### config.mk
export PLATFORM = sky130hd
export DESIGN_NAME = tachometer_rpm_measure_unit_flat
export DESIGN_NICKNAME = d
export VERILOG_FILES = /design/src/design/tach_pkg.sv /design/src/design/tach_if.sv /design/src/design/tach_rpm_calc.sv /design/src/design/tachometer_rpm_measure_unit.sv /design/src/flat_wrapper.sv
export SDC_FILE = /design/constraint.sdc
export NUM_CORES = 1
export LEC_CHECK = 0
export ABC_AREA = 1
export BUFFER_PORTS_ARGS = -buffer_cell sky130_fd_sc_hd__buf_2
export CAP_MARGIN = 10
export CORE_AREA = 3 3 159 161
export DETAILED_ROUTE_END_ITERATION = 7
export DIE_AREA = 0 0 162 164
export PLACE_DENSITY = 0.87
export SETUP_SLACK_MARGIN = 0.3
export SYNTH_ARGS = -nofsm -noshare
export SYNTH_HDL_FRONTEND = slang
export SYNTH_HIERARCHICAL = 1
export SYNTH_SLANG_ARGS = --single-unit
### constraint.sdc
create_clock -name clk_i -period 3.7 [get_ports clk_i]
set_input_delay 0.185 -clock clk_i [delete_from_list [all_inputs] [get_ports clk_i]]
set_output_delay 0.185 -clock clk_i [all_outputs]
set_load 0.005 [all_outputs]
### src/design/tach_pkg.sv
// ----------------------------------------------------------------------------
// tach_pkg
// Shared types and constants of the period-based rpm tachometer.
// ----------------------------------------------------------------------------
package tach_pkg;

  // width of the timestamp arithmetic, wraps modulo 2^TimeBits
  localparam int unsigned TimeBits = 32;
  localparam int unsigned TimeInBits = 32;
  localparam int unsigned RpmBits = 16;
  localparam int unsigned TrigBits = 8;
  localparam int unsigned ProdBits = RpmBits + TrigBits;

  localparam logic [RpmBits-1:0] RpmNum = RpmBits'(60000);
  localparam logic [TrigBits-1:0] TrigReset = TrigBits'(6);

  // configuration port
  localparam int unsigned PaddrBits = 2;
  localparam int unsigned PdataBits = 32;
  localparam int unsigned RegTriggersPerRev = 0;

  typedef logic [TimeBits-1:0] time_t;
  typedef logic [RpmBits-1:0] rpm_t;
  typedef logic [TrigBits-1:0] trig_t;

  // request into the rpm calculator
  typedef struct packed {
    logic  start;
    time_t diff;
    trig_t trig;
  } calc_req_t;

  // answer from the rpm calculator
  typedef struct packed {
    logic done;
    rpm_t rpm;
  } calc_rsp_t;

endpackage

### src/design/tach_if.sv
// ----------------------------------------------------------------------------
// tach_in_if / tach_out_if
// Valid/ready channels for sensor samples and rpm results.
// ----------------------------------------------------------------------------
interface tach_in_if;
  logic                                  valid;
  logic                                  ready;
  logic                                  sensor_level;
  logic [tach_pkg::TimeInBits-1:0]       time_ms;

  modport source (output valid, output sensor_level, output time_ms, input ready);
  modport sink (input valid, input sensor_level, input time_ms, output ready);
endinterface

interface tach_out_if;
  logic                                  valid;
  logic                                  ready;
  logic [tach_pkg::RpmBits-1:0]          rpm;
  logic                                  new_value;

  modport source (output valid, output rpm, output new_value, input ready);
  modport sink (input valid, input rpm, input new_value, output ready);
endinterface

### src/design/tach_rpm_calc.sv
// ----------------------------------------------------------------------------
// tach_rpm_calc
// Bit-serial rpm calculator: shift-add multiply of period by triggers,
// then restoring division of 60000 by the product, one bit per cycle.
// ----------------------------------------------------------------------------
module tach_rpm_calc (
  input  logic                clk_i,
  input  logic                rst_ni,
  input  tach_pkg::calc_req_t req_i,
  output tach_pkg::calc_rsp_t rsp_o
);

  typedef enum logic [1:0] {
    ST_IDLE,
    ST_MUL,
    ST_CHECK,
    ST_DIV
  } state_e;

  localparam int unsigned RpmBits = tach_pkg::RpmBits;
  localparam int unsigned ProdBits = tach_pkg::ProdBits;

  state_e                  state_q;
  logic [3:0]              cnt_q;
  logic [ProdBits-1:0]     mcand_q;
  logic [ProdBits-1:0]     prod_q;
  tach_pkg::trig_t         mplier_q;
  logic [RpmBits:0]        rem_q;
  logic [RpmBits-1:0]      quo_q;
  logic                    done_q;
  tach_pkg::rpm_t          rpm_q;

  logic [RpmBits:0]        trial;
  logic [RpmBits:0]        shifted;

  assign shifted = {rem_q[RpmBits-1:0], quo_q[RpmBits-1]};
  assign trial   = shifted - {1'b0, prod_q[RpmBits-1:0]};

  always_ff @(posedge clk_i or negedge rst_ni) begin
    if (!rst_ni) begin
      state_q  <= ST_IDLE;
      cnt_q    <= '0;
      done_q   <= 1'b0;
      rpm_q    <= '0;
      mcand_q  <= '0;
      prod_q   <= '0;
      mplier_q <= '0;
      rem_q    <= '0;
      quo_q    <= '0;
    end else begin
      done_q <= 1'b0;
      case (state_q)
        ST_IDLE: begin
          if (req_i.start) begin
            if (req_i.diff == '0 || req_i.trig == '0) begin
              rpm_q  <= tach_pkg::RpmNum;
              done_q <= 1'b1;
            end else if (req_i.diff > tach_pkg::TimeBits'(tach_pkg::RpmNum)) begin
              rpm_q  <= '0;
              done_q <= 1'b1;
            end else begin
              mcand_q  <= ProdBits'(req_i.diff[RpmBits-1:0]);
              mplier_q <= req_i.trig;
              prod_q   <= '0;
              cnt_q    <= 4'(tach_pkg::TrigBits - 1);
              state_q  <= ST_MUL;
            end
          end
        end
        ST_MUL: begin
          if (mplier_q[0]) begin
            prod_q <= prod_q + mcand_q;
          end
          mcand_q  <= {mcand_q[ProdBits-2:0], 1'b0};
          mplier_q <= {1'b0, mplier_q[tach_pkg::TrigBits-1:1]};
          cnt_q    <= cnt_q - 4'd1;
          if (cnt_q == '0) begin
            state_q <= ST_CHECK;
          end
        end
        ST_CHECK: begin
          if (prod_q > ProdBits'(tach_pkg::RpmNum)) begin
            rpm_q   <= '0;
            done_q  <= 1'b1;
            state_q <= ST_IDLE;
          end else begin
            rem_q   <= '0;
            quo_q   <= tach_pkg::RpmNum;
            cnt_q   <= 4'(RpmBits - 1);
            state_q <= ST_DIV;
          end
        end
        ST_DIV: begin
          // keep the trial remainder when it did not go negative
          if (!trial[RpmBits]) begin
            rem_q <= trial;
          end else begin
            rem_q <= shifted;
          end
          quo_q <= {quo_q[RpmBits-2:0], ~trial[RpmBits]};
          cnt_q <= cnt_q - 4'd1;
          if (cnt_q == '0) begin
            rpm_q   <= {quo_q[RpmBits-2:0], ~trial[RpmBits]};
            done_q  <= 1'b1;
            state_q <= ST_IDLE;
          end
        end
        default: begin
          state_q <= ST_IDLE;
        end
      endcase
    end
  end

  assign rsp_o.done = done_q;
  assign rsp_o.rpm  = rpm_q;

endmodule

### src/design/tachometer_rpm_measure_unit.sv
// ----------------------------------------------------------------------------
// tachometer_rpm_measure_unit
// Period-based rpm tachometer with an APB-style configuration port.
// ----------------------------------------------------------------------------
// Usage:
//   in_if carries one sensor sample per beat (sensor_level, time_ms); out_if
//   returns exactly one beat per sample with the latest rpm and new_value.
//   A low level while armed is a falling edge: the period since the last
//   edge is multiplied by triggers_per_rev bit-serially and 60000 is
//   divided by the product one quotient bit per cycle. The multiply and
//   divide are skipped when the period is zero or above 60000 or
//   triggers_per_rev is zero, and the divide alone when only the product
//   exceeds 60000. An edge sample starts the calculator when accepted and
//   its result beat is registered from the calculator's done strobe; a
//   non-edge sample gives its result in the cycle after acceptance.
//   One sample is in work at a time; the next is taken while the previous
//   result still waits in the output register, as long as it leaves then.
//   If the receiver stalls, the result holds and in_if.ready drops.
//   Reset arms the edge detector, clears the last edge time and rpm and
//   sets triggers_per_rev to 6. Register triggers_per_rev sits at byte
//   address 0; write it only while the block is idle.
// ----------------------------------------------------------------------------
module tachometer_rpm_measure_unit (
  input  logic                               clk_i,
  input  logic                               rst_ni,
  tach_in_if.sink                            in_if,
  tach_out_if.source                         out_if,
  input  logic                               psel,
  input  logic                               penable,
  input  logic                               pwrite,
  input  logic [tach_pkg::PaddrBits-1:0]     paddr,
  input  logic [tach_pkg::PdataBits-1:0]     pwdata,
  output logic [tach_pkg::PdataBits-1:0]     prdata,
  output logic                               pready
);

  typedef enum logic {
    ST_IDLE,
    ST_CALC
  } state_e;

  state_e              state_q;
  logic                edge_seen_q;
  tach_pkg::time_t     last_edge_q;
  tach_pkg::rpm_t      last_rpm_q;
  tach_pkg::trig_t     trig_q;
  logic                out_valid_q;
  tach_pkg::rpm_t      out_rpm_q;
  logic                out_new_q;

  tach_pkg::time_t     now;
  logic                in_fire;
  logic                is_edge;
  logic                cfg_wr;
  tach_pkg::calc_req_t req;
  tach_pkg::calc_rsp_t rsp;

  assign now     = tach_pkg::TimeBits'(in_if.time_ms);
  assign in_if.ready = (state_q == ST_IDLE) && (!out_valid_q || out_if.ready);
  assign in_fire = in_if.valid && in_if.ready;
  assign is_edge = !in_if.sensor_level && !edge_seen_q;

  assign req.start = in_fire && is_edge;
  assign req.diff  = now - last_edge_q;
  assign req.trig  = trig_q;

  tach_rpm_calc u_calc (
    .clk_i  (clk_i),
    .rst_ni (rst_ni),
    .req_i  (req),
    .rsp_o  (rsp)
  );

  // configuration port
  assign pready = 1'b1;
  assign cfg_wr = psel && penable && pwrite
                  && (paddr == tach_pkg::PaddrBits'(4 * tach_pkg::RegTriggersPerRev));
  assign prdata = tach_pkg::PdataBits'(trig_q);

  always_ff @(posedge clk_i or negedge rst_ni) begin
    if (!rst_ni) begin
      trig_q <= tach_pkg::TrigReset;
    end else if (cfg_wr) begin
      trig_q <= pwdata[tach_pkg::TrigBits-1:0];
    end
  end

  always_ff @(posedge clk_i or negedge rst_ni) begin
    if (!rst_ni) begin
      state_q     <= ST_IDLE;
      edge_seen_q <= 1'b0;
      last_edge_q <= '0;
      last_rpm_q  <= '0;
      out_valid_q <= 1'b0;
      out_rpm_q   <= '0;
      out_new_q   <= 1'b0;
    end else begin
      // drop the result beat once taken
      if (out_valid_q && out_if.ready) begin
        out_valid_q <= 1'b0;
      end
      case (state_q)
        ST_IDLE: begin
          if (in_fire) begin
            if (is_edge) begin
              edge_seen_q <= 1'b1;
              last_edge_q <= now;
              state_q     <= ST_CALC;
            end else begin
              if (in_if.sensor_level) begin
                edge_seen_q <= 1'b0;
              end
              out_valid_q <= 1'b1;
              out_rpm_q   <= last_rpm_q;
              out_new_q   <= 1'b0;
            end
          end
        end
        ST_CALC: begin
          if (rsp.done) begin
            last_rpm_q  <= rsp.rpm;
            out_valid_q <= 1'b1;
            out_rpm_q   <= rsp.rpm;
            out_new_q   <= 1'b1;
            state_q     <= ST_IDLE;
          end
        end
        default: begin
          state_q <= ST_IDLE;
        end
      endcase
    end
  end

  assign out_if.valid     = out_valid_q;
  assign out_if.rpm       = out_rpm_q;
  assign out_if.new_value = out_new_q;

endmodule

### src/flat_wrapper.sv
// flat-port wrapper written by rule: the top's interface ports become plain ports
module tachometer_rpm_measure_unit_flat 
  (clk_i, rst_ni, psel, penable, pwrite, paddr, pwdata, prdata, pready, in_if_valid, in_if_sensor_level, in_if_time_ms, in_if_ready, out_if_valid, out_if_rpm, out_if_new_value, out_if_ready);
  tach_in_if in_if_i ();
  tach_out_if out_if_i ();
  input  logic clk_i;
  input  logic rst_ni;
  input  logic psel;
  input  logic penable;
  input  logic pwrite;
  input  logic [tach_pkg::PaddrBits-1:0] paddr;
  input  logic [tach_pkg::PdataBits-1:0] pwdata;
  output logic [tach_pkg::PdataBits-1:0] prdata;
  output logic pready;
  input wire logic [$bits(in_if_i.valid)-1:0] in_if_valid;
  input wire logic [$bits(in_if_i.sensor_level)-1:0] in_if_sensor_level;
  input wire logic [$bits(in_if_i.time_ms)-1:0] in_if_time_ms;
  output wire logic [$bits(in_if_i.ready)-1:0] in_if_ready;
  output wire logic [$bits(out_if_i.valid)-1:0] out_if_valid;
  output wire logic [$bits(out_if_i.rpm)-1:0] out_if_rpm;
  output wire logic [$bits(out_if_i.new_value)-1:0] out_if_new_value;
  input wire logic [$bits(out_if_i.ready)-1:0] out_if_ready;
  assign in_if_i.valid = in_if_valid;
  assign in_if_i.sensor_level = in_if_sensor_level;
  assign in_if_i.time_ms = in_if_time_ms;
  assign in_if_ready = in_if_i.ready;
  assign out_if_valid = out_if_i.valid;
  assign out_if_rpm = out_if_i.rpm;
  assign out_if_new_value = out_if_i.new_value;
  assign out_if_i.ready = out_if_ready;
  tachometer_rpm_measure_unit u_core (.clk_i(clk_i), .rst_ni(rst_ni), .in_if(in_if_i), .out_if(out_if_i), .psel(psel), .penable(penable), .pwrite(pwrite), .paddr(paddr), .pwdata(pwdata), .prdata(prdata), .pready(pready));
endmodule
# Word level (Yosys, flattened, before mapping)
# Index checks and enable logic that the tools add are counted.
word_totals:
  out_inout_bits: 52
  reg_bits: 187
  input_bits: 74
op_classes:
  mux: 61
  eq_ne: 15
  n_lt_le_gt_ge: 2
  bitwise: 2
  reduce_logical: 33
  n_addsub: 4
op_table:
  columns: ["cell", "n"]
  rows:
  - ["$mux 16", 11]
  - ["$mux 24", 7]
  - ["$pmux 16 s2", 3]
  - ["$pmux 24 s2", 2]
  - ["$pmux 16 s3", 1]
  - ["$gt 32x16->1 const B", 1]
  - ["$logic_not 32->1", 1]
  - ["$sub 32x32->32", 1]
  - ["$add 24x24->24", 1]
  - ["$gt 24x16->1 const B", 1]
  - ["$mux 8", 3]
  - ["$ne 2x2->1 const B", 9]
  - ["$mux 1", 17]
  - ["$sub 17x16->17", 1]
  - ["$mux 4", 4]
  - ["$pmux 8 s2", 1]
  - ["$reduce_and 5->1", 3]
  - ["$mux 2", 6]
  - ["$pmux 4 s3", 1]
  - ["$reduce_and 3->1", 3]
  - ["$logic_and 1x1->1", 8]
  - ["$logic_not 8->1", 1]
  - ["$pmux 2 s4", 1]
  - ["$reduce_and 4->1", 2]
  - ["16 further kinds", 28]

# Depth between registers and ports, before layout
# Gate-level depths: netlist of the first run.
logic_depth:
  word_depth: 7
  mapped_depth: 26
  ltp_nobuf: 25

# Cells and area by module
# Netlist of the first run, hierarchy kept.
modules_own_cells:
  columns: ["mod", "area_per_inst_um2", "instances", "cells_each"]
  rows:
  - ["tach_rpm_calc", 7913.8, 1, 1222]
  - ["tachometer_rpm_measure_unit", 5745.5, 1, 831]

# Least setup slack after synthesis of the first run
# OpenSTA, ideal clock, no wires.
synth_path:
  path_type: "register -> register"
  startpoint: "reg u_core.last_edge_q[0]"
  endpoint: "reg u_core.u_calc.mcand_q[7]"
  required_time_ns: 3.577
  synth_period_minus_slack_ns: 2.774
  arrival_ns: 2.651
  path_buffers: 2
  path_stages_with_launch: 23
  path_slack_ns: 0.926
  cell_sequence: "dfrtp_1 > ha_1 > fa_1 > inv_1 > nand3_1 > nand3_1 > nand3_1 > nand2_1 > nand2_1 > nand3_1 > nand2_1 > nor2_1 > nand2_1 > nor2_1 > nand2_1 > o21ai_2 > nand2_1 > nand2_1 > buf_4 > nor2_4 > buf_6 > nand2_1 > nand2_1"
synth_lines:
  columns: ["item", "line_no", "source"]
  rows:
  - ["start, declared", "tachometer_rpm_measure_unit.sv:44", "tach_pkg::time_t last_edge_q;"]
  - ["start signal, assigned", "tachometer_rpm_measure_unit.sv:107", "last_edge_q <= now;"]
  - ["end signal, assigned", "tach_rpm_calc.sv:62", "mcand_q <= ProdBits'(req_i.diff[RpmBits-1:0]);"]
  - ["end signal, assigned", "tach_rpm_calc.sv:74", "mcand_q <= {mcand_q[ProdBits-2:0], 1'b0};"]
  - ["end, declared", "tach_rpm_calc.sv:25", "logic [ProdBits-1:0] mcand_q;"]

==> impl_results.md, run 1 <==
- Post-synth ARST share: 100%
- Tightest slew margin relative to the limit: 37.6%
- Die span in y: 164 microns
- Switching part of the total: 44.4%
- Total setup violations reported at the end of the flow: 0
- Sum of negative setup slack: 0 ps
- Number of clock buffers inserted by TritonCTS: 17
- Tcrit/Tclk final: 87.7%
- Post-Route Skew: 14.2 ps
- Core Footprint: 24100 sq um
- Overall Global Routing Usage: 26.4%
- Share of the yosys chip area belonging to registers: 34.3%
- Leakage power: 8.47 nW
- Layout-stage area growth over the synthesis result: 12.3%
- Endpoint arrival time on the critical path: 3570 ps
- Clock network power share: 22.0%
- Overflow left after global routing: 0
- Number of storage elements in the synthesis netlist: 187
- Initial standard-cell utilization of the core: 56.7%
- Avg Inst Size Synth: 6.65 sq um
- Highest net fanout along the worst path: 11
- Iter 0 DRT Violations: 1103
- Mean number of vias per cell: 5.24
- Routed vias: 13100
- Count of standard-cell rows: 57
- CP max-delay cell: dfrtp_1
- Place WS: 333 ps
- Critical path start-end classification: reg -> reg
- Total area of multi-input combinational cells: 7510 sq um
- Maximum Capacitance Violations: 0
- X dimension of the die: 162 microns
- Endpoint type of the worst setup path: register
- Layout cell share with drive strength beyond 1: 10.3%
- Cell breakdown of the critical path: ha_1 -> fa_2 -> inv_1 -> nand3_1 -> nand3_2 -> nand3_1 -> nand2_2 -> nand2_1 -> nand3_1 -> nand2_1 -> nor2_1 -> nand2_1 -> nor2_2 -> nand2_2 -> o21ai_4 -> nand2_1 -> nand2_1 -> buf_6 -> nor2_1 -> nand2_1 -> nand2_1
- Total number of H-tree levels: 4
- RSZ-0062 raised after global routing: false
- Main synth FF type: dfrtp_1
- Final estimated routing congestion in global placement: 0.912
- Hold Vio Cnt, Final: 0
- Detailed-placement wirelength estimate: 25300 microns
- Slew at the pin with the worst max-slew slack: 933 ps
- Instance count of the mapped netlist: 2053
- CTS tree: yes
- Number of search-and-repair iterations in the first detailed-routing pass: 6
- Number of enable-type register cells in the synthesized netlist: 0
- Vias in the first global route: 12500
- Post-synthesis instance area: 13700 sq um
- Wire length of the first global-routing pass: 57700 microns
- Port Buffer Count: 76
- Clock transition at the registers of the reported paths: 80 ps
- Fraction of power consumed by combinational cells: 47.6%
- Count of unresolved DRC violations after routing: 0
- Largest net degree at the start of global routing: 105
- Count of fill cells added during filler insertion: 2098
- Power per standard cell area: 569 nW/um^2
- Maximum buffer depth of the clock tree: 2
- Worst Setup Start Kind: register
- Total number of yosys warnings: 6
- Highest Clock Rate: 0.308 GHz
- TritonCTS sink count: 187
- Minimum period implied by the final worst setup slack: 3250 ps
- Fin nets: 2300
- Combined flip-flop and latch cell area: 4680 sq um
- Fin. max-slew vios: 0
- Result of the run: completed
- Design Power: 0.00873 W
- Worst path required time: 4020 ps
- Switching power total: 0.00388 W
- Maximum VDD drop: 0.000371 V
- Number of standard cells in the final layout excluding fillers: 2490
- Antenna violations before repair: 1
- # IOs: 126
- Die area: 26600 sq um
- Root buffer cell: clkbuf_16
- Synth unique cells: 45
- ANT nets after route: 0
- Detail-routed net length per standard cell: 14.0 microns
- Inst Count DP: 2413
- Final Worst Setup Slack: 454 ps
- Internal Dissipation: 0.00485 W
- Register share of total power: 30.4%
- Latest clock arrival within the worst-skew pair: 440 ps
- Path category of the worst min-delay check: in -> reg
- Total routed wirelength: 34800 microns
- Cell repeated most along the worst path: nand2_1
- Worst stage delay on the critical path: 390 ps
## cells in the final DEF (no fill, tap or decap), types with 8 or more instances in the layout
cell,count
o21ai_0,97
conb_1,25
ha_1,65
a21oi_1,60
o22ai_1,9
nand2_2,11
nand3_1,108
nand4_1,22
dlygate4sd3_1,39
inv_1,296
buf_4,12
dfrtp_1,185
mux2_2,24
nor2_1,144
or2_2,8
o21ai_1,24
a31oi_2,13
nand2_1,808
xor2_1,14
buf_2,75
nor3_1,8
nand3b_1,11
clkbuf_16,17
## final timing paths
path	start	end	slack, ps	cells past startpoint
min	in_if_time_ms[3]	u_core/last_edge_q[3]	30	3
min in group asynchronous	rst_ni	u_core/u_calc/rem_q[15]	230	2
max reg2reg	u_core/last_edge_q[0]	u_core/u_calc/cnt_q[0]	450	21
min reg2reg	u_core/u_calc/mplier_q[7]	u_core/u_calc/mplier_q[7]	490	2
max	u_core/last_edge_q[0]	u_core/u_calc/cnt_q[0]	450	21
max in group asynchronous	rst_ni	u_core/u_calc/prod_q[16]	2550	3
## critical path, delay by kind of cell (launching register included)
kind,cells,cell delay (ps)
compound gates,1,220
fa+ha+maj,2,590
buf+inv,2,300
flops,1,390
simple gates,16,1650
## stage by stage
stage	hold WS (ps)	instance area, sq um	util, %
floorplan	-111	13700	-
global placement	133	14200	58.7
detailed placement	138	14200	58.7
CTS	14.5	15200	63.0
global route	42.9	15300	63.6
finish	32.4	15300	63.6
## power by group through the flow
stage | logic [W] | registers (W) | clock network [W]
2_1_floorplan | 0.00299 | 0.00264 | 0
3_3_place_gp | 0.00379 | 0.00266 | 0
3_5_place_dp | 0.00390 | 0.00269 | 0
4_1_cts | 0.00397 | 0.00265 | 0.00195
5_1_grt | 0.00469 | 0.00269 | 0.00202
6_report | 0.00415 | 0.00265 | 0.00192
## Yosys cell counts, types with 6 or more instances
master    number  area share (%)
a31oi_2       13             1.2
ha_1          71             6.5
inv_1        296             8.1
a21oi_1       61             2.2
o22ai_1        9            0.41
or2_2          8            0.37
nor2_1       147             4.0
clkbuf_1       9            0.25
buf_4         39             2.1
xnor2_1        7            0.45
xor2_1        17             1.1
nand3b_1      11            0.60
nand2_2        6            0.27
o21ai_1       13            0.48
nand2_1      814              22
nand3_1      110             4.0
inv_2          7            0.19
buf_6          7            0.58
nor3_1         8            0.29
nand4_1       22             1.0
buf_2         18            0.66
mux2_2        24             2.0
dfrtp_1      185              34
o21ai_0      108             4.0
## timing repair
item,in CTS,in global routing
setup endpoints to repair,2,79
cloned,0,0
gates resized for setup,1,41
hold buffers,39,0
setup buffers,0,5
hold endpoints to repair,76,0
pin swaps,0,2
## sequential cells by signal (all words and copies together), names as in the netlist
| name | count |
|---|---|
| u_core/last_rpm_q | 16 |
| u_core/out_if.rpm | 16 |
| u_core/last_edge_q | 32 |
| u_core/u_calc/done_q | 1 |
| u_core/out_if.valid | 1 |
| u_core/u_calc/quo_q | 16 |
| u_core/u_calc/cnt_q | 4 |
| u_core/u_calc/mplier_q | 8 |
| u_core/edge_seen_q | 1 |
| u_core/u_calc/rem_q | 16 |
| u_core/u_calc/state_q | 2 |
| u_core/trig_q | 8 |
| u_core/u_calc/rpm_q | 16 |
| u_core/state_q | 1 |
| u_core/out_if.new_value | 1 |
| u_core/u_calc/prod_q | 24 |
| u_core/u_calc/mcand_q | 24 |
## layer usage
layer	GRT usage [%]	up-vias	share of wire [%]
met5	0	-	0
met4	9.42	0	3.0
met3	3.98	82	5.9
met2	47.3	466	49
met1	32.4	5963	42
li1	-	6541	-
## layout make-up
type	instances	area share, %
Inverter	306	7.49
Clock buffer	17	2.77
Sequential cell	187	30.5
Timing Repair Buffer	133	6.25
Antenna cell	1	0.0163
Multi-Input combinational cell	1507	49.0
Clock inverter	15	1.32
Tap cell	324	2.64
## cell families after synthesis
family                   share of synthesized area, %
AND/OR/NAND/NOR                                  34.2
buffers and inverters                            12.1
AO/OA/AOI/OAI                                    8.91
flip-flops                                       34.3
adder cells (fa/ha/maj)                          6.94
XOR/XNOR                                         1.54
multiplexers                                     1.98
other                                          0.0550
Power figures use the tool's default switching activity.
==> run 2, diff against run 1 <==
--- a/config.mk
+++ b/config.mk
@@ -9,8 +9,10 @@
 export BUFFER_PORTS_ARGS = -buffer_cell sky130_fd_sc_hd__buf_2
 export CAP_MARGIN = 10
 export CORE_AREA = 3 3 159 161
+export CTS_BUF_LIST = sky130_fd_sc_hd__clkbuf_2 sky130_fd_sc_hd__clkbuf_4 sky130_fd_sc_hd__clkbuf_8
 export DETAILED_ROUTE_END_ITERATION = 7
 export DIE_AREA = 0 0 162 164
+export GPL_TIMING_DRIVEN = 0
 export PLACE_DENSITY = 0.87
 export SETUP_SLACK_MARGIN = 0.3
 export SYNTH_ARGS = -nofsm -noshare
==> run 2 against run 1 <==
  * Via count rose by 1.7%
  * Cell count rose by 2.6%
  * Clock-buffer cell count did not move
  * Total power fell by 4.4%
  * Critical path depth fell by 3
  * Routed wire length rose by 0.57%
  * Global-route usage rose by 0.39 points
  * Clock skew rose by 11 ps
  * Die area did not move
  * First-iteration DRC count fell by 5.9%
  * Largest power group unchanged
  * Highest routed layer unchanged
==> impl_results.md, run 2 (synthesis gave the netlist of run 1 again) <==
- Layout Cell Area excl Fill: 15600 sq um
- Sum of negative setup slack: 0 ps
- Internal Dissipation: 0.00452 W
- Registers with the most flip-flops: u_core/last_edge_q: 32 flops, u_core/u_calc/mcand_q: 24 flops, u_core/u_calc/prod_q: 24 flops
- Tightest slew margin relative to the limit: 58.1%
- Initial standard-cell utilization of the core: 56.7%
- Maximum Capacitance Violations: 0
- Antenna violations before repair: 1
- Port Buffer Count: 76
- Hold Vio Cnt, Final: 0
- Count of fill cells added during filler insertion: 2134
- Worst path required time: 4080 ps
- RSZ-0062 raised after global routing: false
- Mean number of vias per cell: 5.20
- Place WS: 441 ps
- Cell area after placement: 14600 sq um
- Routed vias: 13300
- Biggest register: u_core/last_edge_q
- # IOs: 126
- Minimum period implied by the final worst setup slack: 3200 ps
- Leading cell type in the layout, fill and taps excluded: nand2_1
- Number of search-and-repair iterations in the first detailed-routing pass: 8
- Maximum VDD drop: 0.000404 V
- Post-Route Skew: 25.0 ps
- Core Footprint: 24100 sq um
- Fraction of power consumed by combinational cells: 49.8%
- Combined flip-flop and latch cell area: 4680 sq um
- Latest clock arrival within the worst-skew pair: 490 ps
- Worst Setup Start Kind: register
- Leakage power: 8.68 nW
- Critical path start-end classification: reg -> reg
- Max FFs per register: 32
- Die area: 26600 sq um
- Overall Global Routing Usage: 26.8%
- Switching power total: 0.00382 W
- Endpoint type of the worst setup path: register
- Layout cell share with drive strength beyond 1: 11.9%
- Vias in the first global route: 12600
- Highest net fanout along the worst path: 10
- Path category of the worst min-delay check: in -> reg
- Detailed-placement wirelength estimate: 26400 microns
- Switching part of the total: 45.8%
- X dimension of the die: 162 microns
- CTS tree: yes
- Die span in y: 164 microns
- Number of standard cells in the final layout excluding fillers: 2554
- TritonCTS sink count: 187
- Final Worst Setup Slack: 496 ps
- Largest net degree at the start of global routing: 104
- ANT nets after route: 0
- Total number of H-tree levels: 4
- Final estimated routing congestion in global placement: 0.969
- Number of clock buffers inserted by TritonCTS: 17
- Detail-routed net length per standard cell: 13.7 microns
- Tcrit/Tclk final: 86.6%
- Power per standard cell area: 536 nW/um^2
- Count of standard-cell rows: 57
- Layout-stage area growth over the synthesis result: 13.9%
- Result of the run: completed
- Root buffer cell: clkbuf_8
- Overflow left after global routing: 0
- Highest Clock Rate: 0.312 GHz
- Iter 0 DRT Violations: 1038
- Total area of multi-input combinational cells: 7480 sq um
- Wire length of the first global-routing pass: 58700 microns
- Clock transition at the registers of the reported paths: 130 ps
- Commonest cells after routing, fill and taps aside: 810 x nand2_1, 296 x inv_1, 185 x dfrtp_1
- Final Hold Slack: 41.5 ps
- Count of unresolved DRC violations after routing: 0
- Total routed wirelength: 35000 microns
- Maximum buffer depth of the clock tree: 2
- Total setup violations reported at the end of the flow: 0
- Fin. max-slew vios: 0
- Inst Count DP: 2477
- Endpoint arrival time on the critical path: 3590 ps
- Register share of total power: 31.6%
- Slew at the pin with the worst max-slew slack: 622 ps
- Fin nets: 2364
- Clock network power share: 18.6%
-- run 2: critical path, cell delays in order, from the launching register on --
cell and delay, ps:
dfrtp_1 400, ha_1 210, fa_1 400, inv_1 110
nand2_1 60, nand3_1 110, nand2_1 70, nand2_1 160
xor2_1 250, nand2_1 140, nor3_2 170, nand2_1 80
nor2_1 120, nand2_1 110, nand3_4 140, nand2_4 100
clkbuf_4 210, o21ai_0 190, nand2_1 80
-- run 2: metrics by stage --
step | power, W | util, %
detailed placement | 0.00665 | 60.4
CTS | 0.00826 | 64.1
global route | 0.00906 | 64.5
finish | 0.00834 | 64.5
global placement | 0.00653 | 60.3
floorplan | 0.00563 | -
-- run 2: path summary, 6_finish.rpt --
kind,slack [ps],cells past startpoint,end,startpoint
min,40,3,u_core/last_edge_q[0],in_if_time_ms[0]
max,500,18,u_core/u_calc/mcand_q[22],u_core/last_edge_q[0]
max reg2reg,500,18,u_core/u_calc/mcand_q[22],u_core/last_edge_q[0]
min reg2reg,510,2,u_core/u_calc/mplier_q[7],u_core/u_calc/mplier_q[7]
min in group asynchronous,280,2,u_core/out_if.valid,rst_ni
max in group asynchronous,2490,3,u_core/u_calc/prod_q[4],rst_ni
-- run 2: cell type report --
class                           count  share of cell area, %
Sequential cell                   187                   30.1
Tap cell                          324                   2.61
Multi-Input combinational cell   1507                   48.1
Inverter                          306                   7.39
Buffer                             76                   3.36
Antenna cell                        1                 0.0161
Clock buffer                       17                   1.50
Clock inverter                     15                   1.45
Timing Repair Buffer              121                   5.49
-- run 2: timing repair --
item / CTS / global route
hold buffers: 42 / 0
setup buffers: 0 / 2
resized for setup: 0 / 28
setup endpoints to repair: 0 / 67
endpoints found under the hold margin: 124 / 0
-- run 2: metal layers --
metal / GRT usage, % / routed length (microns)
met3: 3.86 / 2010
met1: 34.1 / 15000
met5: 0 / 0
met2: 47.6 / 17200
met4: 7.60 / 803
-- run 2: power by group through the flow --
stage | Combinational, W | Sequential (W) | Clock (W)
CTS | 0.00404 | 0.00264 | 0.00158
global placement | 0.00388 | 0.00266 | 0
detailed placement | 0.00397 | 0.00268 | 0
finish | 0.00416 | 0.00263 | 0.00155
global route | 0.00471 | 0.00268 | 0.00167
floorplan | 0.00299 | 0.00264 | 0
